`config.mk`:
```
export PLATFORM = sky130hd
export DESIGN_NAME = touch_sample_filter_mapper_core
export DESIGN_NICKNAME = d
export VERILOG_FILES = /design/src/rtl/core/tsfm_pkg.sv /design/src/rtl/core/tsfm_div.sv /design/src/rtl/core/tsfm_ctrl.sv /design/src/rtl/core/tsfm_dp.sv /design/src/rtl/core/touch_sample_filter_mapper_core.sv
export SDC_FILE = /design/constraint.sdc
export NUM_CORES = 2
export LEC_CHECK = 0
export ABC_AREA = 0
export BUFFER_PORTS_ARGS = -buffer_cell sky130_fd_sc_hd__buf_2
export CORE_UTILIZATION = 43
export DETAILED_ROUTE_END_ITERATION = 6
export GPL_ROUTABILITY_DRIVEN = 0
export PLACE_DENSITY = 0.6
export SLEW_MARGIN = 25
export SYNTH_ARGS = -nofsm -noshare
export SYNTH_HDL_FRONTEND = slang
export SYNTH_SLANG_ARGS = --single-unit
```
`constraint.sdc`:
```
create_clock -name i_clk -period 14.4 [get_ports i_clk]
set_input_delay 1.44 -clock i_clk [delete_from_list [all_inputs] [get_ports i_clk]]
set_output_delay 1.44 -clock i_clk [all_outputs]
set_load 0.05 [all_outputs]
```
`src/rtl/core/tsfm_pkg.sv`:
```
`timescale 1ns / 1ps
`default_nettype none
package tsfm_pkg;
    localparam int SAMPLE_BITS_DEF = 12;
    localparam int TIME_BITS_DEF   = 32;

    localparam logic [2:0] CFG_THRESH   = 3'd0;
    localparam logic [2:0] CFG_CALIB_X  = 3'd1;
    localparam logic [2:0] CFG_CALIB_Y  = 3'd2;
    localparam logic [2:0] CFG_ORIENT   = 3'd3;
    localparam logic [2:0] CFG_WIDTH    = 3'd4;
    localparam logic [2:0] CFG_HEIGHT   = 3'd5;
    localparam logic [2:0] CFG_INTERVAL = 3'd6;

    localparam logic [1:0] EV_NONE    = 2'd0;
    localparam logic [1:0] EV_TOUCH   = 2'd1;
    localparam logic [1:0] EV_RELEASE = 2'd2;

    // controller to datapath
    typedef struct packed {
        logic load;
        logic div_start;
        logic div_sel_y;
        logic div_norm;
        logic norm_done;
        logic finish;
    } t_cmd;

    // datapath to controller
    typedef struct packed {
        logic touch;
        logic div_busy;
    } t_status;
endpackage
`default_nettype wire

```
`src/rtl/core/tsfm_div.sv`:
```
`timescale 1ns / 1ps
`default_nettype none
module tsfm_div
    import tsfm_pkg::*;
#(
    parameter int W = 26
) (
    input  wire logic         i_clk,
    input  wire logic         i_rst_n,
    input  wire logic         i_start,
    input  wire logic [W-1:0] i_num,
    input  wire logic [W-1:0] i_den,
    output logic              o_busy,
    output logic [W-1:0]      o_quo
);
    localparam int CW = $clog2(W + 1);

    logic [W-1:0]  r_quo, n_quo;
    logic [W-1:0]  r_rem, n_rem;
    logic [W-1:0]  r_den;
    logic [CW-1:0] r_cnt, n_cnt;
    logic [W:0]    w_shift;

    // one quotient bit per cycle, restoring
    always_comb begin
        n_quo   = r_quo;
        n_rem   = r_rem;
        n_cnt   = r_cnt;
        w_shift = {r_rem, r_quo[W-1]};
        if (i_start) begin
            n_quo = i_num;
            n_rem = '0;
            n_cnt = CW'(W);
        end else if (r_cnt != '0) begin
            if (w_shift >= {1'b0, r_den}) begin
                n_rem = W'(w_shift - {1'b0, r_den});
                n_quo = {r_quo[W-2:0], 1'b1};
            end else begin
                n_rem = w_shift[W-1:0];
                n_quo = {r_quo[W-2:0], 1'b0};
            end
            n_cnt = r_cnt - 1'b1;
        end
    end

    always_ff @(posedge i_clk) begin
        if (!i_rst_n) begin
            r_cnt <= '0;
        end else begin
            r_cnt <= n_cnt;
        end
        r_quo <= n_quo;
        r_rem <= n_rem;
        if (i_start) begin
            r_den <= i_den;
        end
    end

    assign o_busy = (r_cnt != '0);
    assign o_quo  = r_quo;
endmodule
`default_nettype wire

```
`src/rtl/core/tsfm_ctrl.sv`:
```
`timescale 1ns / 1ps
`default_nettype none
module tsfm_ctrl
    import tsfm_pkg::*;
(
    input  wire logic i_clk,
    input  wire logic i_rst_n,
    input  wire logic i_in_take,
    input  wire logic i_out_busy,
    input  t_status   i_status,
    output t_cmd      o_cmd,
    output logic      o_idle
);
    localparam logic [2:0] S_IDLE  = 3'd0;
    localparam logic [2:0] S_LOAD  = 3'd1;
    localparam logic [2:0] S_NX    = 3'd2;
    localparam logic [2:0] S_NY    = 3'd3;
    localparam logic [2:0] S_SX    = 3'd4;
    localparam logic [2:0] S_SY    = 3'd5;
    localparam logic [2:0] S_DONE  = 3'd6;

    logic [2:0] r_state, n_state;
    logic       r_wait, n_wait;

    // sequence: normalize x, y, then scale x, y; each step starts, then waits until not busy; no touch skips to done
    always_comb begin
        n_state = r_state;
        n_wait  = r_wait;
        o_cmd   = '0;
        case (r_state)
            S_IDLE: begin
                if (i_in_take) n_state = S_LOAD;
            end
            S_LOAD: begin
                o_cmd.load = 1'b1;
                n_state    = S_NX;
                n_wait     = 1'b0;
            end
            S_NX, S_NY, S_SX, S_SY: begin
                o_cmd.div_sel_y = (r_state == S_NY) || (r_state == S_SY);
                o_cmd.div_norm  = (r_state == S_NX) || (r_state == S_NY);
                if (!i_status.touch) begin
                    n_state = S_DONE;
                end else if (!r_wait) begin
                    o_cmd.div_start = 1'b1;
                    n_wait = 1'b1;
                end else if (!i_status.div_busy) begin
                    n_wait = 1'b0;
                    o_cmd.norm_done = 1'b1;
                    n_state = r_state + 3'd1;
                end
            end
            S_DONE: begin
                if (!i_out_busy) begin
                    o_cmd.finish = 1'b1;
                    n_state = S_IDLE;
                end
            end
            default: n_state = S_IDLE;
        endcase
    end

    always_ff @(posedge i_clk) begin
        if (!i_rst_n) begin
            r_state <= S_IDLE;
            r_wait  <= 1'b0;
        end else begin
            r_state <= n_state;
            r_wait  <= n_wait;
        end
    end

    assign o_idle = (r_state == S_IDLE);
endmodule
`default_nettype wire

```
`src/rtl/core/tsfm_dp.sv`:
```
`timescale 1ns / 1ps
`default_nettype none
module tsfm_dp
    import tsfm_pkg::*;
#(
    parameter int SAMPLE_BITS = SAMPLE_BITS_DEF,
    parameter int TIME_BITS   = TIME_BITS_DEF
) (
    input  wire logic                   i_clk,
    input  wire logic                   i_rst_n,
    input  t_cmd                        i_cmd,
    output t_status                     o_status,
    input  wire logic [SAMPLE_BITS-1:0] i_p1,
    input  wire logic [SAMPLE_BITS-1:0] i_p2,
    input  wire logic [SAMPLE_BITS-1:0] i_xa,
    input  wire logic [SAMPLE_BITS-1:0] i_xb,
    input  wire logic [SAMPLE_BITS-1:0] i_xc,
    input  wire logic [SAMPLE_BITS-1:0] i_ya,
    input  wire logic [SAMPLE_BITS-1:0] i_yb,
    input  wire logic [SAMPLE_BITS-1:0] i_yc,
    input  wire logic [TIME_BITS-1:0]   i_now,
    input  wire logic [SAMPLE_BITS:0]   i_thresh,
    input  wire logic [2*SAMPLE_BITS-1:0] i_calib_x,
    input  wire logic [2*SAMPLE_BITS-1:0] i_calib_y,
    input  wire logic [4:0]             i_orient,
    input  wire logic [11:0]            i_width,
    input  wire logic [11:0]            i_height,
    input  wire logic [TIME_BITS-1:0]   i_interval,
    output logic [1:0]                  o_event,
    output logic [11:0]                 o_pos_x,
    output logic [11:0]                 o_pos_y,
    output logic [SAMPLE_BITS:0]        o_pressure,
    output logic [SAMPLE_BITS-1:0]      o_raw_x,
    output logic [SAMPLE_BITS-1:0]      o_raw_y
);
    localparam int SB = SAMPLE_BITS;
    localparam int DW = (2 * SB + 1 > SB + 12) ? 2 * SB + 1 : SB + 12;
    localparam logic [SB-1:0] FS = {SB{1'b1}};

    function automatic logic [SB-1:0] best_two(input logic [SB-1:0] a,
        input logic [SB-1:0] b, input logic [SB-1:0] c);
        logic [SB-1:0] dab, dac, dbc;
        logic [SB:0]   s;
        dab = (a > b) ? a - b : b - a;
        dac = (a > c) ? a - c : c - a;
        dbc = (b > c) ? b - c : c - b;
        if (dab <= dac && dab <= dbc)      s = {1'b0, a} + {1'b0, b};
        else if (dac <= dbc)               s = {1'b0, a} + {1'b0, c};
        else                               s = {1'b0, b} + {1'b0, c};
        return s[SB:1];
    endfunction

    logic [SB:0]    r_z;
    logic           r_touch;
    logic [SB-1:0]  r_rx, r_ry, r_nx, r_ny;
    logic [TIME_BITS-1:0] r_now, r_last_time;
    logic           r_flag;
    logic [11:0]    r_lpx, r_lpy;
    logic [11:0]    r_px, r_py;
    logic [SB:0]    w_z;

    assign w_z = {1'b0, i_p1} + {1'b0, FS} - {1'b0, i_p2};

    // capture the sample set and the front-end filtering
    always_ff @(posedge i_clk) begin
        if (i_cmd.load) begin
            r_z     <= w_z;
            r_touch <= (w_z >= i_thresh);
            r_rx    <= best_two(i_xa, i_xb, i_xc);
            r_ry    <= best_two(i_ya, i_yb, i_yc);
            r_now   <= i_now;
        end
    end

    // normalize operand selection
    logic [SB-1:0] w_v, w_lo, w_hi;
    logic          w_deg;
    logic [SB-1:0] w_sat;
    assign w_v   = i_cmd.div_sel_y ? r_ry : r_rx;
    assign w_lo  = i_cmd.div_sel_y ? i_calib_y[SB-1:0] : i_calib_x[SB-1:0];
    assign w_hi  = i_cmd.div_sel_y ? i_calib_y[2*SB-1:SB] : i_calib_x[2*SB-1:SB];
    assign w_deg = (w_v <= w_lo) || (w_v >= w_hi);
    assign w_sat = (w_v <= w_lo) ? '0 : FS;

    // orientation applied to normalized pair
    logic [SB-1:0] w_ox, w_oy, w_t;
    always_comb begin
        w_ox = r_nx;
        w_oy = r_ny;
        if (i_orient[0]) begin w_t = w_ox; w_ox = w_oy; w_oy = w_t; end
        else w_t = w_ox;
        if (i_orient[1]) w_ox = FS - w_ox;
        if (i_orient[2]) w_oy = FS - w_oy;
        case (i_orient[4:3])
            2'd1: begin w_t = w_ox; w_ox = w_oy; w_oy = FS - w_t; end
            2'd2: begin w_ox = FS - w_ox; w_oy = FS - w_oy; end
            2'd3: begin w_t = w_ox; w_ox = FS - w_oy; w_oy = w_t; end
            default: ;
        endcase
    end

    // divider operands
    logic [DW-1:0] w_num, w_den, w_quo;
    logic          w_busy;
    always_comb begin
        if (i_cmd.div_norm) begin
            w_num = DW'(FS) * DW'(w_v - w_lo);
            w_den = DW'(w_hi - w_lo);
        end else begin
            w_num = i_cmd.div_sel_y ? DW'(w_oy) * DW'(i_height)
                                    : DW'(w_ox) * DW'(i_width);
            w_den = DW'(FS);
        end
    end

    tsfm_div #(.W(DW)) u_div (
        .i_clk   (i_clk),
        .i_rst_n (i_rst_n),
        .i_start (i_cmd.div_start && i_cmd.div_norm),
        .i_num   (w_num),
        .i_den   (w_den),
        .o_busy  (w_busy),
        .o_quo   (w_quo)
    );

    // scale by full scale: product registered, then fold and one correction step
    logic [DW-1:0] r_snum;
    logic [DW:0]   w_fold;
    logic [DW-1:0] w_q1, w_r, w_sq;
    always_ff @(posedge i_clk) begin
        if (i_cmd.div_start && !i_cmd.div_norm) begin
            r_snum <= w_num;
        end
    end

    always_comb begin
        w_fold = {1'b0, r_snum} + (DW+1)'(r_snum >> SB) + (DW+1)'(r_snum >> (2 * SB))
                 + (DW+1)'(1);
        w_q1   = DW'(w_fold >> SB);
        w_r    = r_snum - ((w_q1 << SB) - w_q1);
        w_sq   = (w_r >= DW'(FS)) ? w_q1 + DW'(1) : w_q1;
    end

    // divide results
    always_ff @(posedge i_clk) begin
        if (i_cmd.norm_done) begin
            if (i_cmd.div_norm) begin
                if (i_cmd.div_sel_y) r_ny <= w_deg ? w_sat : w_quo[SB-1:0];
                else                 r_nx <= w_deg ? w_sat : w_quo[SB-1:0];
            end else begin
                if (i_cmd.div_sel_y) r_py <= w_sq[11:0];
                else                 r_px <= w_sq[11:0];
            end
        end
    end

    // event decision and state
    logic w_report;
    assign w_report = !r_flag || ((r_now - r_last_time) >= i_interval);
    always_ff @(posedge i_clk) begin
        if (!i_rst_n) begin
            r_flag      <= 1'b0;
            r_last_time <= '0;
            r_lpx       <= '0;
            r_lpy       <= '0;
        end else if (i_cmd.finish) begin
            if (r_touch) begin
                if (w_report) begin
                    r_flag <= 1'b1;
                    r_last_time <= r_now;
                    r_lpx <= r_px;
                    r_lpy <= r_py;
                end
            end else begin
                r_flag <= 1'b0;
            end
        end
    end

    // result register
    always_ff @(posedge i_clk) begin
        if (i_cmd.finish) begin
            if (r_touch) begin
                o_event    <= w_report ? EV_TOUCH : EV_NONE;
                o_pos_x    <= r_px;
                o_pos_y    <= r_py;
                o_pressure <= r_z;
                o_raw_x    <= r_rx;
                o_raw_y    <= r_ry;
            end else begin
                o_event    <= r_flag ? EV_RELEASE : EV_NONE;
                o_pos_x    <= r_lpx;
                o_pos_y    <= r_lpy;
                o_pressure <= '0;
                o_raw_x    <= '0;
                o_raw_y    <= '0;
            end
        end
    end

    assign o_status.touch    = r_touch;
    assign o_status.div_busy = w_busy;
endmodule
`default_nettype wire

```
`src/rtl/core/touch_sample_filter_mapper_core.sv`:
```
`timescale 1ns / 1ps
`default_nettype none
// channel | direction | handshake           | payload
// input   | in        | i_in_valid/o_in_stall  | pressures, x/y samples, now_ms
// result  | out       | o_out_valid/i_out_stall| event, positions, pressure, raw
// config  | in        | i_cfg_valid/o_cfg_ready| i_cfg_index, i_cfg_data
// a touched item passes through load, two normalize divides through one radix-2
// divider, two full-scale scale steps, then finish and idle; an untouched item
// skips the divides and goes from load to finish. one item in flight; the next
// item is taken while a result waits, and its result holds in the finish state
// until the waiting one is taken.
// synchronous active-low reset restores register defaults and clears touch state.
module touch_sample_filter_mapper_core
    import tsfm_pkg::*;
#(
    parameter int SAMPLE_BITS = SAMPLE_BITS_DEF,
    parameter int TIME_BITS   = TIME_BITS_DEF
) (
    input  wire logic                   i_clk,
    input  wire logic                   i_rst_n,
    input  wire logic                   i_in_valid,
    output logic                        o_in_stall,
    input  wire logic [SAMPLE_BITS-1:0] i_pressure_one,
    input  wire logic [SAMPLE_BITS-1:0] i_pressure_two,
    input  wire logic [SAMPLE_BITS-1:0] i_x_sample_a,
    input  wire logic [SAMPLE_BITS-1:0] i_x_sample_b,
    input  wire logic [SAMPLE_BITS-1:0] i_x_sample_c,
    input  wire logic [SAMPLE_BITS-1:0] i_y_sample_a,
    input  wire logic [SAMPLE_BITS-1:0] i_y_sample_b,
    input  wire logic [SAMPLE_BITS-1:0] i_y_sample_c,
    input  wire logic [TIME_BITS-1:0]   i_now_ms,
    output logic                        o_out_valid,
    input  wire logic                   i_out_stall,
    output logic [1:0]                  o_event_res,
    output logic [11:0]                 o_pos_x,
    output logic [11:0]                 o_pos_y,
    output logic [SAMPLE_BITS:0]        o_pressure,
    output logic [SAMPLE_BITS-1:0]      o_raw_x,
    output logic [SAMPLE_BITS-1:0]      o_raw_y,
    input  wire logic                   i_cfg_valid,
    output logic                        o_cfg_ready,
    input  wire logic [2:0]             i_cfg_index,
    input  wire logic [31:0]            i_cfg_data
);
    localparam int SB = SAMPLE_BITS;

    logic [SB:0]        r_thresh;
    logic [2*SB-1:0]    r_calib_x, r_calib_y;
    logic [4:0]         r_orient;
    logic [11:0]        r_width, r_height;
    logic [TIME_BITS-1:0] r_interval;
    logic               r_out_valid;
    t_cmd               w_cmd;
    t_status            w_status;
    logic               w_idle, w_take;

    assign o_cfg_ready = 1'b1;

    // configuration registers
    always_ff @(posedge i_clk) begin
        if (!i_rst_n) begin
            r_thresh   <= (SB+1)'(400);
            r_calib_x  <= {{SB{1'b1}}, {SB{1'b0}}};
            r_calib_y  <= {{SB{1'b1}}, {SB{1'b0}}};
            r_orient   <= '0;
            r_width    <= 12'd320;
            r_height   <= 12'd240;
            r_interval <= TIME_BITS'(50);
        end else if (i_cfg_valid) begin
            case (i_cfg_index)
                CFG_THRESH:   r_thresh   <= (SB+1)'(i_cfg_data);
                CFG_CALIB_X:  r_calib_x  <= (2*SB)'(i_cfg_data);
                CFG_CALIB_Y:  r_calib_y  <= (2*SB)'(i_cfg_data);
                CFG_ORIENT:   r_orient   <= i_cfg_data[4:0];
                CFG_WIDTH:    r_width    <= i_cfg_data[11:0];
                CFG_HEIGHT:   r_height   <= i_cfg_data[11:0];
                CFG_INTERVAL: r_interval <= TIME_BITS'(i_cfg_data);
                default: ;
            endcase
        end
    end

    assign o_in_stall = !w_idle;
    assign w_take     = i_in_valid && w_idle;

    // result valid
    always_ff @(posedge i_clk) begin
        if (!i_rst_n) begin
            r_out_valid <= 1'b0;
        end else if (w_cmd.finish) begin
            r_out_valid <= 1'b1;
        end else if (!i_out_stall) begin
            r_out_valid <= 1'b0;
        end
    end
    assign o_out_valid = r_out_valid;

    tsfm_ctrl u_ctrl (
        .i_clk      (i_clk),
        .i_rst_n    (i_rst_n),
        .i_in_take  (w_take),
        .i_out_busy (r_out_valid && i_out_stall),
        .i_status   (w_status),
        .o_cmd      (w_cmd),
        .o_idle     (w_idle)
    );

    // input item is registered on accept and captured into the datapath by load in the next cycle
    logic [SB-1:0] r_p1, r_p2, r_xa, r_xb, r_xc, r_ya, r_yb, r_yc;
    logic [TIME_BITS-1:0] r_now;
    always_ff @(posedge i_clk) begin
        if (w_take) begin
            r_p1 <= i_pressure_one; r_p2 <= i_pressure_two;
            r_xa <= i_x_sample_a; r_xb <= i_x_sample_b; r_xc <= i_x_sample_c;
            r_ya <= i_y_sample_a; r_yb <= i_y_sample_b; r_yc <= i_y_sample_c;
            r_now <= i_now_ms;
        end
    end

    tsfm_dp #(.SAMPLE_BITS(SAMPLE_BITS), .TIME_BITS(TIME_BITS)) u_dp (
        .i_clk      (i_clk),
        .i_rst_n    (i_rst_n),
        .i_cmd      (w_cmd),
        .o_status   (w_status),
        .i_p1       (r_p1),
        .i_p2       (r_p2),
        .i_xa       (r_xa),
        .i_xb       (r_xb),
        .i_xc       (r_xc),
        .i_ya       (r_ya),
        .i_yb       (r_yb),
        .i_yc       (r_yc),
        .i_now      (r_now),
        .i_thresh   (r_thresh),
        .i_calib_x  (r_calib_x),
        .i_calib_y  (r_calib_y),
        .i_orient   (r_orient),
        .i_width    (r_width),
        .i_height   (r_height),
        .i_interval (r_interval),
        .o_event    (o_event_res),
        .o_pos_x    (o_pos_x),
        .o_pos_y    (o_pos_y),
        .o_pressure (o_pressure),
        .o_raw_x    (o_raw_x),
        .o_raw_y    (o_raw_y)
    );
endmodule
`default_nettype wire

```
==> metrics <==
Post-CTS Setup Bufs 0; Clk Latency, worst-skew pair 0.65 ns; Main synth FF type edfxtp_1; Setup CP Type flip-flop to flip-flop; Final Non-Filler Cells 7634; Starting Density 43.33%; Syn Nets 6928; Row Count 128; die width 352.4 um; Worst path slowest cell fa_1; Die Area 124200 um2; Synth Register Bits 586; Crit Path Max Fanout 43; initial antenna violation count 9; worst hold path class flip-flop to flip-flop; global-route wire length before repair 226500 um; most frequent cell after synthesis inv_1; largest area contributor in the netlist edfxtp_1; status complete, no violations; RR Endpoint u_dp.u_div.o_quo[24]; Crit path largest cell delay 0.89 ns; max-cap viol count 0; WP depth 32; most frequent cells after synthesis inv_1, nand2_1, ha_1; slew margin rel. 32.52%; Clock Tree Buf Depth 3; CTS tree yes; total number of vias 40890; clk root buf clkbuf_16; drt first pass iters 5; skew final 0.02890 ns; min Tclk post-route 10.46 ns; Top cell by count, worst path inv_1; Fin. Hold Viols 0; flop-to-flop setup slack 3.94 ns; worst r2r src u_ctrl.r_state[2]; core area 121900 um2; Critical Path Source u_ctrl.r_state[2]; top cell type's share of synthesized area 21.15%; Avg Cell Area, Syn 9.075 um2; CTS Buf Count 68; Distinct cells, synth 96; WL final 143200 um; worst r2r path cells 32; vias in the first global route 40817; total clock sinks 586; Die H 352.4 um; fin nets 7058; critical path's top delay family adder cells; crit end category flip-flop; htree depth 3; final period utilization 72.62%; Clk pin slew, worst setup/hold paths 0.06 ns; Worst Path Required 14.78 ns; # setup viols final 0; sequential area share after synthesis 29.27%; cells after synthesis 5819; post-route setup slack 3.943 ns; DR vias/cell 5.356; Remaining Overflow, GRT 0; Resize count post-CTS 0; wire per inst 18.76 um; layout cells sized above 1 8.494%; Synth area leaders edfxtp_1, ha_1, fa_1; worst setup path end u_dp.u_div.o_quo[24]; Fillers 11539; Port Buf Inserts 232; worst-margin pin slew 1.012 ns; 1st-iter DRT viols 2664; I/O pin count 234; post-DP HPWL 112600 um; f_max 0.09563 GHz; Sum Neg Setup Slack 0 ns; Async SR Flop Fraction 0%; DRT antenna net count 0; Synth Warn # 0; Post-Syn Area 52810 um2; Remaining DRCs 0; final core occ 47.66%; fin. max-slew vios 0; largest net degree at the start of global routing 87; hold path start r_now[14]; EDFF count, synth 372; worst path buffer plus inverter count 7; unrepaired setup endpoints after global routing no; Placed Instances 7504; CTS Hold Bufs 0; critical path arrival 10.84 ns; pre-CTS WS 4.088 ns; startpoint class of the critical path flip-flop; area delta synth->final 9.992%; GRT Total Usage 22.87%
-- cell families after synthesis --
kind of cell,synth area share [%]
fa+ha+maj,26.52
simple gates,13.90
other cells,0.007101
compound gates,14.30
buf+inv,6.990
xor+xnor,5.734
mux,3.289
flops,29.27
-- worst min-delay path by stage --
stage                                end  slack (ns)  cells after the start
after global routing      u_dp.r_now[13]        0.42                      0
after CTS                 u_dp.r_now[14]        0.40                      0
after detailed placement  u_dp.r_now[29]        0.40                      0
after floorplan            u_dp.r_now[0]        0.40                      0
after global placement    u_dp.r_now[28]        0.40                      0
final                     u_dp.r_now[14]        0.41                      0
-- sequential cells by signal, indices dropped and copies added, names as in the netlist, 24 cells and up --
name,flops
r_interval,32
r_now,32
u_dp.r_last_time,32
u_dp.r_now,32
u_dp.r_snum,25
u_dp.u_div.o_quo,25
u_dp.u_div.r_rem,25
r_calib_x,24
r_calib_y,24
-- routing by layer --
| layer | track usage (%) | part of all wire (%) | wire length [um] |
|---|---|---|---|
| met5 | 0 | 0.011 | 16 |
| met4 | 6.435 | 2.7 | 3889 |
| met3 | 3.110 | 4.8 | 6838 |
| met2 | 39.57 | 48 | 69330 |
| met1 | 29.72 | 44 | 63130 |
-- worst reg2reg max path: cells and delay by family (launching register included) --
kind | cells | cell delay (ns)
fa+ha+maj | 8 | 4.00
compound gates | 6 | 2.15
xor+xnor | 1 | 0.12
buf+inv | 7 | 1.06
simple gates | 8 | 1.60
mux | 2 | 0.68
flops | 1 | 0.61
-- cells in the final DEF, fill, tap and decap left out, types with 16 or more instances in the layout --
| cell type | netlist | layout |
|---|---|---|
| a211oi_1 | 32 | 32 |
| a21o_1 | 164 | 164 |
| a21oi_1 | 446 | 443 |
| a311oi_1 | 16 | 16 |
| a31oi_1 | 25 | 25 |
| and2_1 | 131 | 131 |
| and3_1 | 27 | 26 |
| buf_2 | 2 | 231 |
| buf_4 | 1 | 54 |
| clkbuf_16 | 0 | 69 |
| dfxtp_1 | 214 | 214 |
| edfxtp_1 | 372 | 372 |
| fa_1 | 292 | 292 |
| ha_1 | 649 | 648 |
| inv_1 | 748 | 748 |
| mux2_2 | 47 | 47 |
| mux2i_1 | 114 | 114 |
| nand2_1 | 738 | 738 |
| nand2b_1 | 54 | 54 |
| nand3_1 | 142 | 142 |
| nand4_1 | 63 | 63 |
| nor2_1 | 242 | 238 |
| nor2b_1 | 53 | 52 |
| nor3_1 | 60 | 55 |
| o211ai_1 | 26 | 26 |
| o21a_1 | 41 | 41 |
| o21ai_0 | 262 | 262 |
| o21bai_1 | 57 | 57 |
| o31ai_1 | 19 | 17 |
| or3_1 | 20 | 20 |
| xnor2_1 | 234 | 231 |
| xor2_1 | 108 | 108 |
-- layout make-up --
class | count | area (um2) | share of cell area (%)
antenna | 5 | 12.51 | 0.02154
clock buffer | 83 | 1800 | 3.100
clock inverter | 42 | 569.3 | 0.9801
inverter | 751 | 2823 | 4.860
multi-input combinational | 4256 | 33800 | 58.20
sequential | 586 | 15450 | 26.61
tap | 1625 | 2033 | 3.500
timing repair buffer | 286 | 1589 | 2.736
-- through the flow --
stage | cell area (um2) | hold slack [ns]
finish | 58080 | 0.4092
global placement | 55660 | 0.4030
detailed placement | 55690 | 0.4045
CTS | 58060 | 0.4038
global route | 58070 | 0.4151
floorplan | 52810 | 0.4003
Power is not shown: default switching activity piles up to over one toggle a cycle in this logic, so the estimate is an artifact.
